## src/rtl/fmp_pkg.sv

```systemverilog
// Package for the FLAC metadata parser: phase codes, result kinds, result record.
// No dependencies.
package fmp_pkg;

    typedef enum logic [3:0] {
        PH_MARK, PH_HDR, PH_SINFO, PH_APPID, PH_APPDATA, PH_SEEK, PH_VLEN,
        PH_VDATA, PH_CCOUNT, PH_CLEN, PH_CDATA, PH_SKIP, PH_DONE, PH_HALT
    } t_phase;

    localparam logic [3:0] K_HDR    = 4'd0;
    localparam logic [3:0] K_SINFO  = 4'd1;
    localparam logic [3:0] K_APPID  = 4'd2;
    localparam logic [3:0] K_APPB   = 4'd3;
    localparam logic [3:0] K_SEEK   = 4'd4;
    localparam logic [3:0] K_VLEN   = 4'd5;
    localparam logic [3:0] K_VBYTE  = 4'd6;
    localparam logic [3:0] K_CCOUNT = 4'd7;
    localparam logic [3:0] K_CLEN   = 4'd8;
    localparam logic [3:0] K_CBYTE  = 4'd9;
    localparam logic [3:0] K_END    = 4'd10;
    localparam logic [3:0] K_BADMK  = 4'd11;

    localparam logic [31:0] MAGIC      = 32'h664c6143;
    localparam logic [23:0] SEEK_BYTES = 24'd18;

    typedef struct packed {
        logic [3:0]  kind;
        logic [6:0]  block_kind;
        logic        final_block;
        logic [3:0]  field_number;
        logic [23:0] item_number;
        logic [63:0] field_value;
        logic        last_of_run;
    } t_result;

endpackage

```

## src/rtl/flac_metadata_parser.sv

```systemverilog
// FLAC metadata section parser: top level joining the byte decoder and result queue.
// Depends on fmp_pkg, fmp_front, fmp_queue.
//
// Usage: stream bytes into i_data_byte under i_valid/o_ready, starting with
// the four marker bytes. Each accepted beat yields zero to three result
// records on the o_ side under o_valid/i_ready; o_last_of_run flags the
// final record caused by one byte.
// Throughput: one byte per cycle while o_ready is high. Each record is
// written into the queue as its byte is accepted. The decoder writes up
// to three records into an eight-entry queue; o_ready drops only while
// fewer than three entries are free, so a stalled receiver backs up into
// the byte channel and nothing is lost.
// Reset: synchronous, active low; the parser waits for the marker again
// and the queue empties. A bad marker, or the end of the last block,
// leaves the parser accepting and dropping every further byte.
module flac_metadata_parser
    import fmp_pkg::*;
(
    input  logic        i_clk,
    input  logic        i_rst_n,
    input  logic        i_valid,
    output logic        o_ready,
    input  logic [7:0]  i_data_byte,
    output logic        o_valid,
    input  logic        i_ready,
    output logic [3:0]  o_kind,
    output logic [6:0]  o_block_kind,
    output logic        o_final_block,
    output logic [3:0]  o_field_number,
    output logic [23:0] o_item_number,
    output logic [63:0] o_field_value,
    output logic        o_last_of_run
);
    logic       fire;
    logic [1:0] cnt;
    t_result    res0, res1, res2, head;

    assign fire = i_valid && o_ready;

    fmp_front u_front (
        .i_clk(i_clk), .i_rst_n(i_rst_n), .i_fire(fire), .i_byte(i_data_byte),
        .o_count(cnt), .o_res0(res0), .o_res1(res1), .o_res2(res2)
    );

    fmp_queue #(.DEPTH(8)) u_queue (
        .i_clk(i_clk), .i_rst_n(i_rst_n), .i_push(fire), .i_count(cnt),
        .i_res0(res0), .i_res1(res1), .i_res2(res2), .o_room(o_ready),
        .o_valid(o_valid), .o_head(head), .i_pop(i_ready)
    );

    assign o_kind         = head.kind;
    assign o_block_kind   = head.block_kind;
    assign o_final_block  = head.final_block;
    assign o_field_number = head.field_number;
    assign o_item_number  = head.item_number;
    assign o_field_value  = head.field_value;
    assign o_last_of_run  = head.last_of_run;

endmodule

```

## src/rtl/fmp_front.sv

```systemverilog
// Front end: decodes one stream byte per beat into up to three result records.
// Depends on fmp_pkg.
module fmp_front
    import fmp_pkg::*;
(
    input  logic       i_clk,
    input  logic       i_rst_n,
    input  logic       i_fire,
    input  logic [7:0] i_byte,
    output logic [1:0] o_count,
    output t_result    o_res0,
    output t_result    o_res1,
    output t_result    o_res2
);

    t_phase      r_phase, n_phase;
    logic [23:0] r_pos, n_pos;
    logic [23:0] r_brem, n_brem;
    logic [6:0]  r_bkind, n_bkind;
    logic        r_last, n_last;
    logic [63:0] r_acc, n_acc;
    logic [31:0] r_inner, n_inner;
    logic [31:0] r_crem, n_crem;
    logic [23:0] r_item, n_item;

    t_result     res [3];
    logic [1:0]  cnt;
    logic [63:0] sh;
    logic [63:0] le;
    logic [23:0] p;

    always_ff @(posedge i_clk) begin
        if (!i_rst_n) begin
            r_phase <= PH_MARK;
            r_pos   <= '0;
            r_brem  <= '0;
            r_bkind <= '0;
            r_last  <= 1'b0;
            r_acc   <= '0;
            r_inner <= '0;
            r_crem  <= '0;
            r_item  <= '0;
        end else if (i_fire) begin
            r_phase <= n_phase;
            r_pos   <= n_pos;
            r_brem  <= n_brem;
            r_bkind <= n_bkind;
            r_last  <= n_last;
            r_acc   <= n_acc;
            r_inner <= n_inner;
            r_crem  <= n_crem;
            r_item  <= n_item;
        end
    end

    always_comb begin
        n_phase = r_phase; n_pos = r_pos; n_brem = r_brem; n_bkind = r_bkind;
        n_last = r_last; n_acc = r_acc; n_inner = r_inner; n_crem = r_crem;
        n_item = r_item;
        cnt = '0;
        for (int k = 0; k < 3; k++) res[k] = '0;
        sh = {r_acc[55:0], i_byte};
        le = r_acc | ({56'd0, i_byte} << {r_pos[1:0], 3'b000});
        p  = r_pos;
        unique case (r_phase)
            PH_MARK, PH_HDR: begin
                n_acc = {32'd0, sh[31:0]};
                n_pos = r_pos + 24'd1;
                if (r_pos >= 24'd3) begin
                    n_pos = '0;
                    n_acc = '0;
                    if (r_phase == PH_MARK) begin
                        if (sh[31:0] == MAGIC) n_phase = PH_HDR;
                        else begin
                            res[0] = '{K_BADMK, r_bkind, r_last, 4'd0, 24'd0,
                                       {32'd0, sh[31:0]}, 1'b0};
                            cnt = 2'd1;
                            n_phase = PH_HALT;
                        end
                    end else begin
                        n_last  = sh[31];
                        n_bkind = sh[30:24];
                        n_brem  = sh[23:0];
                        n_item  = '0;
                        res[0] = '{K_HDR, sh[30:24], sh[31], 4'd0, 24'd0,
                                   {40'd0, sh[23:0]}, 1'b0};
                        cnt = 2'd1;
                        case (sh[30:24])
                            7'd0:    n_phase = PH_SINFO;
                            7'd2:    n_phase = PH_APPID;
                            7'd3:    n_phase = PH_SEEK;
                            7'd4:    n_phase = PH_VLEN;
                            default: n_phase = PH_SKIP;
                        endcase
                        if (sh[23:0] == 24'd0) begin
                            if (sh[31]) begin
                                res[1] = '{K_END, sh[30:24], sh[31], 4'd0, 24'd0,
                                           64'd0, 1'b0};
                                cnt = 2'd2;
                                n_phase = PH_DONE;
                            end else n_phase = PH_HDR;
                        end
                    end
                end
            end
            PH_DONE, PH_HALT: ;
            default: begin
                unique case (r_phase)
                    PH_SINFO: begin
                        n_acc = sh;
                        n_pos = r_pos + 24'd1;
                        res[0] = '{K_SINFO, r_bkind, r_last, 4'd0, 24'd0, 64'd0, 1'b0};
                        res[1] = res[0];
                        case (p)
                            24'd1: begin res[0].field_value = {48'd0, sh[15:0]};
                                n_acc = '0; cnt = 2'd1; end
                            24'd3: begin res[0].field_number = 4'd1;
                                res[0].field_value = {48'd0, sh[15:0]};
                                n_acc = '0; cnt = 2'd1; end
                            24'd6: begin res[0].field_number = 4'd2;
                                res[0].field_value = {40'd0, sh[23:0]};
                                n_acc = '0; cnt = 2'd1; end
                            24'd9: begin res[0].field_number = 4'd3;
                                res[0].field_value = {40'd0, sh[23:0]};
                                n_acc = '0; cnt = 2'd1; end
                            24'd12: begin res[0].field_number = 4'd4;
                                res[0].field_value = {44'd0, sh[23:4]};
                                res[1].field_number = 4'd5;
                                res[1].field_value = {61'd0, sh[3:1]} + 64'd1;
                                cnt = 2'd2; end
                            24'd13: begin res[0].field_number = 4'd6;
                                res[0].field_value = {59'd0, sh[8:4]} + 64'd1;
                                cnt = 2'd1; end
                            24'd17: begin res[0].field_number = 4'd7;
                                res[0].field_value = {28'd0, sh[35:0]};
                                n_acc = '0; cnt = 2'd1; end
                            24'd25: begin res[0].field_number = 4'd8;
                                res[0].field_value = sh; n_acc = '0; cnt = 2'd1; end
                            24'd33: begin res[0].field_number = 4'd9;
                                res[0].field_value = sh; n_acc = '0; cnt = 2'd1;
                                n_phase = PH_SKIP; end
                            default: ;
                        endcase
                    end
                    PH_APPID: begin
                        n_acc = {32'd0, sh[31:0]};
                        n_pos = r_pos + 24'd1;
                        if (r_pos >= 24'd3) begin
                            res[0] = '{K_APPID, r_bkind, r_last, 4'd0, 24'd0,
                                       {32'd0, sh[31:0]}, 1'b0};
                            cnt = 2'd1; n_acc = '0; n_pos = '0;
                            n_phase = PH_APPDATA;
                        end
                    end
                    PH_APPDATA: begin
                        res[0] = '{K_APPB, r_bkind, r_last, 4'd0, 24'd0,
                                   {56'd0, i_byte}, 1'b0};
                        cnt = 2'd1;
                    end
                    PH_SEEK: begin
                        if (r_pos == 24'd0 && r_brem < SEEK_BYTES) n_phase = PH_SKIP;
                        else begin
                            n_acc = sh;
                            n_pos = r_pos + 24'd1;
                            res[0] = '{K_SEEK, r_bkind, r_last, 4'd0, r_item, sh, 1'b0};
                            if (p == 24'd7) begin cnt = 2'd1; n_acc = '0; end
                            else if (p == 24'd15) begin
                                res[0].field_number = 4'd1; cnt = 2'd1; n_acc = '0;
                            end else if (p == SEEK_BYTES - 24'd1) begin
                                res[0].field_number = 4'd2;
                                res[0].field_value = {48'd0, sh[15:0]};
                                cnt = 2'd1; n_acc = '0; n_pos = '0;
                                n_item = r_item + 24'd1;
                            end
                        end
                    end
                    PH_VLEN, PH_CCOUNT, PH_CLEN: begin
                        n_acc = le;
                        n_pos = r_pos + 24'd1;
                        if (r_pos >= 24'd3) begin
                            n_acc = '0; n_pos = '0; cnt = 2'd1;
                            res[0] = '{K_VLEN, r_bkind, r_last, 4'd0, 24'd0,
                                       {32'd0, le[31:0]}, 1'b0};
                            if (r_phase == PH_VLEN) begin
                                n_inner = le[31:0];
                                n_phase = (le[31:0] != 0) ? PH_VDATA : PH_CCOUNT;
                            end else if (r_phase == PH_CCOUNT) begin
                                res[0].kind = K_CCOUNT;
                                n_crem = le[31:0];
                                n_item = '0;
                                n_phase = (le[31:0] != 0) ? PH_CLEN : PH_SKIP;
                            end else begin
                                res[0].kind = K_CLEN;
                                res[0].item_number = r_item;
                                n_inner = le[31:0];
                                if (le[31:0] != 0) n_phase = PH_CDATA;
                                else begin
                                    n_item = r_item + 24'd1;
                                    n_crem = r_crem - 32'd1;
                                    n_phase = (r_crem != 32'd1) ? PH_CLEN : PH_SKIP;
                                end
                            end
                        end
                    end
                    PH_VDATA: begin
                        res[0] = '{K_VBYTE, r_bkind, r_last, 4'd0, 24'd0,
                                   {56'd0, i_byte}, 1'b0};
                        cnt = 2'd1;
                        n_inner = r_inner - 32'd1;
                        if (r_inner == 32'd1) n_phase = PH_CCOUNT;
                    end
                    PH_CDATA: begin
                        res[0] = '{K_CBYTE, r_bkind, r_last, 4'd0, r_item,
                                   {56'd0, i_byte}, 1'b0};
                        cnt = 2'd1;
                        n_inner = r_inner - 32'd1;
                        if (r_inner == 32'd1) begin
                            n_item = r_item + 24'd1;
                            n_crem = r_crem - 32'd1;
                            n_phase = (r_crem != 32'd1) ? PH_CLEN : PH_SKIP;
                        end
                    end
                    default: ;
                endcase
                n_brem = r_brem - 24'd1;
                if (n_brem == 24'd0) begin
                    n_pos = '0;
                    n_acc = '0;
                    if (r_last) begin
                        res[cnt] = '{K_END, r_bkind, r_last, 4'd0, 24'd0, 64'd0, 1'b0};
                        cnt = cnt + 2'd1;
                        n_phase = PH_DONE;
                    end else n_phase = PH_HDR;
                end
            end
        endcase
        if (cnt != 2'd0) res[cnt - 2'd1].last_of_run = 1'b1;
    end

    assign o_count = cnt;
    assign o_res0  = res[0];
    assign o_res1  = res[1];
    assign o_res2  = res[2];

endmodule

```

## src/rtl/fmp_queue.sv

```systemverilog
// Result queue between the decoder and the output port; takes up to three records a beat.
// Depends on fmp_pkg.
module fmp_queue
    import fmp_pkg::*;
#(
    parameter int DEPTH = 8
) (
    input  logic    i_clk,
    input  logic    i_rst_n,
    input  logic    i_push,
    input  logic [1:0] i_count,
    input  t_result i_res0,
    input  t_result i_res1,
    input  t_result i_res2,
    output logic    o_room,
    output logic    o_valid,
    output t_result o_head,
    input  logic    i_pop
);
    localparam int AW = $clog2(DEPTH);

    t_result          r_mem [DEPTH];
    logic [AW-1:0]    r_rd, r_wr;
    logic [AW:0]      r_fill, n_fill;
    logic [AW:0]      push_n;
    logic             pop;

    assign pop     = i_pop && (r_fill != '0);
    assign push_n  = i_push ? {{(AW-1){1'b0}}, i_count} : '0;
    assign n_fill  = r_fill + push_n - {{AW{1'b0}}, pop};
    assign o_room  = (r_fill <= (AW+1)'(DEPTH - 3));
    assign o_valid = (r_fill != '0);
    assign o_head  = r_mem[r_rd];

    always_ff @(posedge i_clk) begin
        if (!i_rst_n) begin
            r_rd   <= '0;
            r_wr   <= '0;
            r_fill <= '0;
        end else begin
            r_fill <= n_fill;
            if (pop) r_rd <= r_rd + AW'(1);
            r_wr <= r_wr + push_n[AW-1:0];
        end
    end

    always_ff @(posedge i_clk) begin
        if (i_push) begin
            if (i_count > 2'd0) r_mem[r_wr]          <= i_res0;
            if (i_count > 2'd1) r_mem[r_wr + AW'(1)] <= i_res1;
            if (i_count > 2'd2) r_mem[r_wr + AW'(2)] <= i_res2;
        end
    end

endmodule
```

## config.mk

```make
export PLATFORM = sky130hd
export DESIGN_NAME = flac_metadata_parser
export DESIGN_NICKNAME = d
export VERILOG_FILES = /design/src/rtl/fmp_pkg.sv /design/src/rtl/flac_metadata_parser.sv /design/src/rtl/fmp_front.sv /design/src/rtl/fmp_queue.sv
export SDC_FILE = /design/constraint.sdc
export NUM_CORES = 2
export LEC_CHECK = 0
export BUFFER_PORTS_ARGS = -buffer_cell sky130_fd_sc_hd__buf_2
export CAP_MARGIN = 20
export CORE_ASPECT_RATIO = 1.4
export CORE_UTILIZATION = 40
export CTS_BUF_LIST = sky130_fd_sc_hd__clkbuf_4
export DETAILED_ROUTE_END_ITERATION = 7
export GPL_TIMING_DRIVEN = 0
export HOLD_SLACK_MARGIN = 0.1
export PLACE_DENSITY = 0.67
export SYNTH_ARGS = -nofsm -noshare
export SYNTH_HDL_FRONTEND = slang
export SYNTH_SLANG_ARGS = --single-unit
export TNS_END_PERCENT = 20
```

## constraint.sdc

```tcl
create_clock -name i_clk -period 12.9 [get_ports i_clk]
set_input_delay 1.935 -clock i_clk [delete_from_list [all_inputs] [get_ports i_clk]]
set_output_delay 1.935 -clock i_clk [all_outputs]
set_load 0.01 [all_outputs]
```

==> flow_metrics.tcl <==
set metrics [dict create \
    run_status "completed" \
    min_period_ns 7.06 \
    die_h_um 426 \
    core_sq_mm 0.127 \
    grt_pass1_wl_um 262000 \
    vias 41199 \
    cts_setup_buffers 0 \
    grt_max_degree 48 \
    start_kind "flop" \
    port_buffers 117 \
    power_density_mw_per_mm2 159 \
    layout_common_cells "nor2_1, edfxtp_1, clkbuf_4" \
    ys_ff_latch 1057 \
    place_hpwl_um 124000 \
    h-tree-depth 5 \
    syn-num-nets 4562 \
    ys_seq_area_share_pct 57.6 \
    antenna_left 0 \
    grt_usage_pct 27.2 \
    grt_pass1_vias 41381 \
    power_uw 9220 \
    p_leak_uw 0.0213 \
    worstMarginPinSlew_ns 1.20 \
    avgSynthCellArea_sq_um 11.4 \
    finalCritPeriodShare_pct 54.7 \
    drc 0 \
    final_util_pct 45.6 \
    postCtsHoldBufs 0 \
    worstPathArrival_ns 7.92 \
    gp_congestion 0.979 \
    pre_cts_ws_ns 5.45 \
    peakVddDrop_mv 0.0964 \
    die-area_sq_mm 0.130 \
    syn_area_sq_mm 0.0513 \
    ios 119 \
    slew-limit-headroom_pct 20.1 \
    setup-violations-final 0 \
    grt_setup_unrepaired "no" \
    min_path_type "reg2reg" \
    drt_pass1_iterations 8 \
    criticalPathCategory "reg2reg" \
    drtIter0Drc 4418 \
    synth_top_area_share_pct 49.1 \
    grt_overflow_total 0 \
    clk_path_buf_depth 4 \
    drt-total-wl_um 180000 \
    antenna_found_initial 6 \
    drive_above_1_share_pct 20.1 \
    postLayoutCellArea_sq_mm 0.0581 \
    path_clk_slew_ns 0.08 \
    numCtsBuffers 276 \
    clock_latency_ns 1.28 \
    cts_tree "built" \
    drv_slew 0 \
    fin_skew_ns 0.111 \
    root_buffer "clkbuf_4" \
    maxCapViolations 0 \
    synthToLayoutAreaGrowth_pct 13.1 \
    synth.largest_area_cell "edfxtp_1" \
    ys.flop_type "edfxtp_1" \
    vias_per_cell 6.07 \
    syn_inst 4521 \
    synthArstFlopShare_pct 0 \
    synth_edf_count 840 \
    ys_warn_count 0 \
    worstSetupEndpointType "flop" \
    cp.required_ns 13.75 \
    die_x_um 305 \
    setup_ws_ns 5.84 \
    placed_cell_area_sq_mm 0.0547 \
    finalNetCount 4995 \
    synth_area_leaders "edfxtp_1, mux4_2, dfxtp_1, nor2_1, o21ai_0" \
    fmax_ghz 0.142 \
    yosysUniqueCellTypes 89 \
    critPathMaxFanout 43 \
    clkSinkCount 1057 \
    layout_commonest_cell "nor2_1" \
    final.fill_count 11717 \
    routedWlPerCell_um 26.5 \
    start_util_pct 40.3 \
    std_cell_rows 155 \
    hold_viol 0 \
    cts_resized 0 \
]
## logic make-up (layout without fill, tap and decap cells)
kind of cell | after synthesis | after routing | share of synthesized area [%]
xor+xnor | 52 | 52 | 0.887
buf+inv | 390 | 996 | 3.13
other cells | 0 | 8 | 0
simple gates | 1779 | 1779 | 15.1
mux | 349 | 349 | 12.2
compound gates | 865 | 865 | 10.4
fa+ha+maj | 29 | 29 | 0.736
flops | 1057 | 1057 | 57.6
## synthesized netlist by cell type (34+ instances only)
cell type	number
a21oi_1	212
a22oi_1	59
buf_2	96
clkbuf_1	204
dfxtp_1	217
edfxtp_1	840
inv_1	53
mux2_2	105
mux2i_1	34
mux4_2	210
nand2_1	319
nand3_1	141
nand4_1	46
nor2_1	996
nor3_1	81
nor4_1	48
o211ai_1	78
o21ai_0	293
## final timing paths
kind	startpoint	end	slack, ns	cells past startpoint
max	u_front.p[4]	u_queue.r_mem[4][24]	5.84	16
min	u_front.r_inner[27]	u_front.r_inner[27]	0.47	2
max reg2reg	u_front.p[4]	u_queue.r_mem[4][24]	5.84	16
min reg2reg	u_front.r_inner[27]	u_front.r_inner[27]	0.47	2
## per-stage QoR
| stage | hold slack, ns | cells | setup TNS, ns |
|---|---|---|---|
| floorplan | 0.432 | 4521 | 0 |
| detailed placement | 0.458 | 6319 | 0 |
| global placement | 0.449 | 6286 | -556.72 |
| CTS | 0.471 | 6770 | 0 |
| global route | 0.486 | 6782 | 0 |
| finish | 0.473 | 6783 | 0 |
## where the power goes
group | internal (uW) | switching, uW | total [uW] | leakage [uW]
registers | 3730 | 79.3 | 3810 | 0.00897
clock network | 1470 | 1400 | 2870 | 0.00197
logic | 921 | 1620 | 2540 | 0.0103
total | 6120 | 3100 | 9220 | 0.0213
## critical path, stage by stage (launching register included)
cell and delay, ns:
dfxtp_1 0.29, clkbuf_1 0.19, nor4_2 0.60, nand3_1 0.36, nor4_1 0.88, nor2_1 0.38, a211oi_1 0.55, ha_1 0.27
nor4_1 0.09, o21ai_2 0.38, buf_2 0.30, nand4_1 0.11, nand2_1 0.61, buf_2 0.44, a21o_4 0.49, buf_16 0.35
buf_16 0.27
## routing by layer
layer  track usage, %  part of all wire [%]
met1             31.0                    36
met2             46.2                    49
met3             5.89                   8.7
met4             18.0                   6.8
met5                0                 0.019
## registers in the layout, summed over array words and instances, names as in the netlist, named ones only
signal / flops
u_queue.r_mem: 840
u_front.r_acc: 56
u_front.r_crem: 32
u_front.r_inner: 32
u_front.p: 24
u_front.r_brem: 24
u_front.r_item: 24
u_front.r_bkind: 7
u_front.r_phase: 4
u_queue.r_fill: 4
u_queue.r_rd: 3
u_queue.r_wr: 3
u_front.r_last: 1
## final cells by class
type	count	area [sq um]	area share, %
Sequential cell	1057	29600	50.9
Inverter	55	206	0.355
Buffer	335	1400	2.41
Clock buffer	392	2940	5.07
Clock inverter	59	334	0.575
Timing Repair Buffer	155	1300	2.24
Multi-Input combinational cell	3074	20200	34.9
Tap cell	1648	2060	3.55
Antenna cell	8	20.0	0.0345
Note: power is estimated with default switching activity, not from simulation.
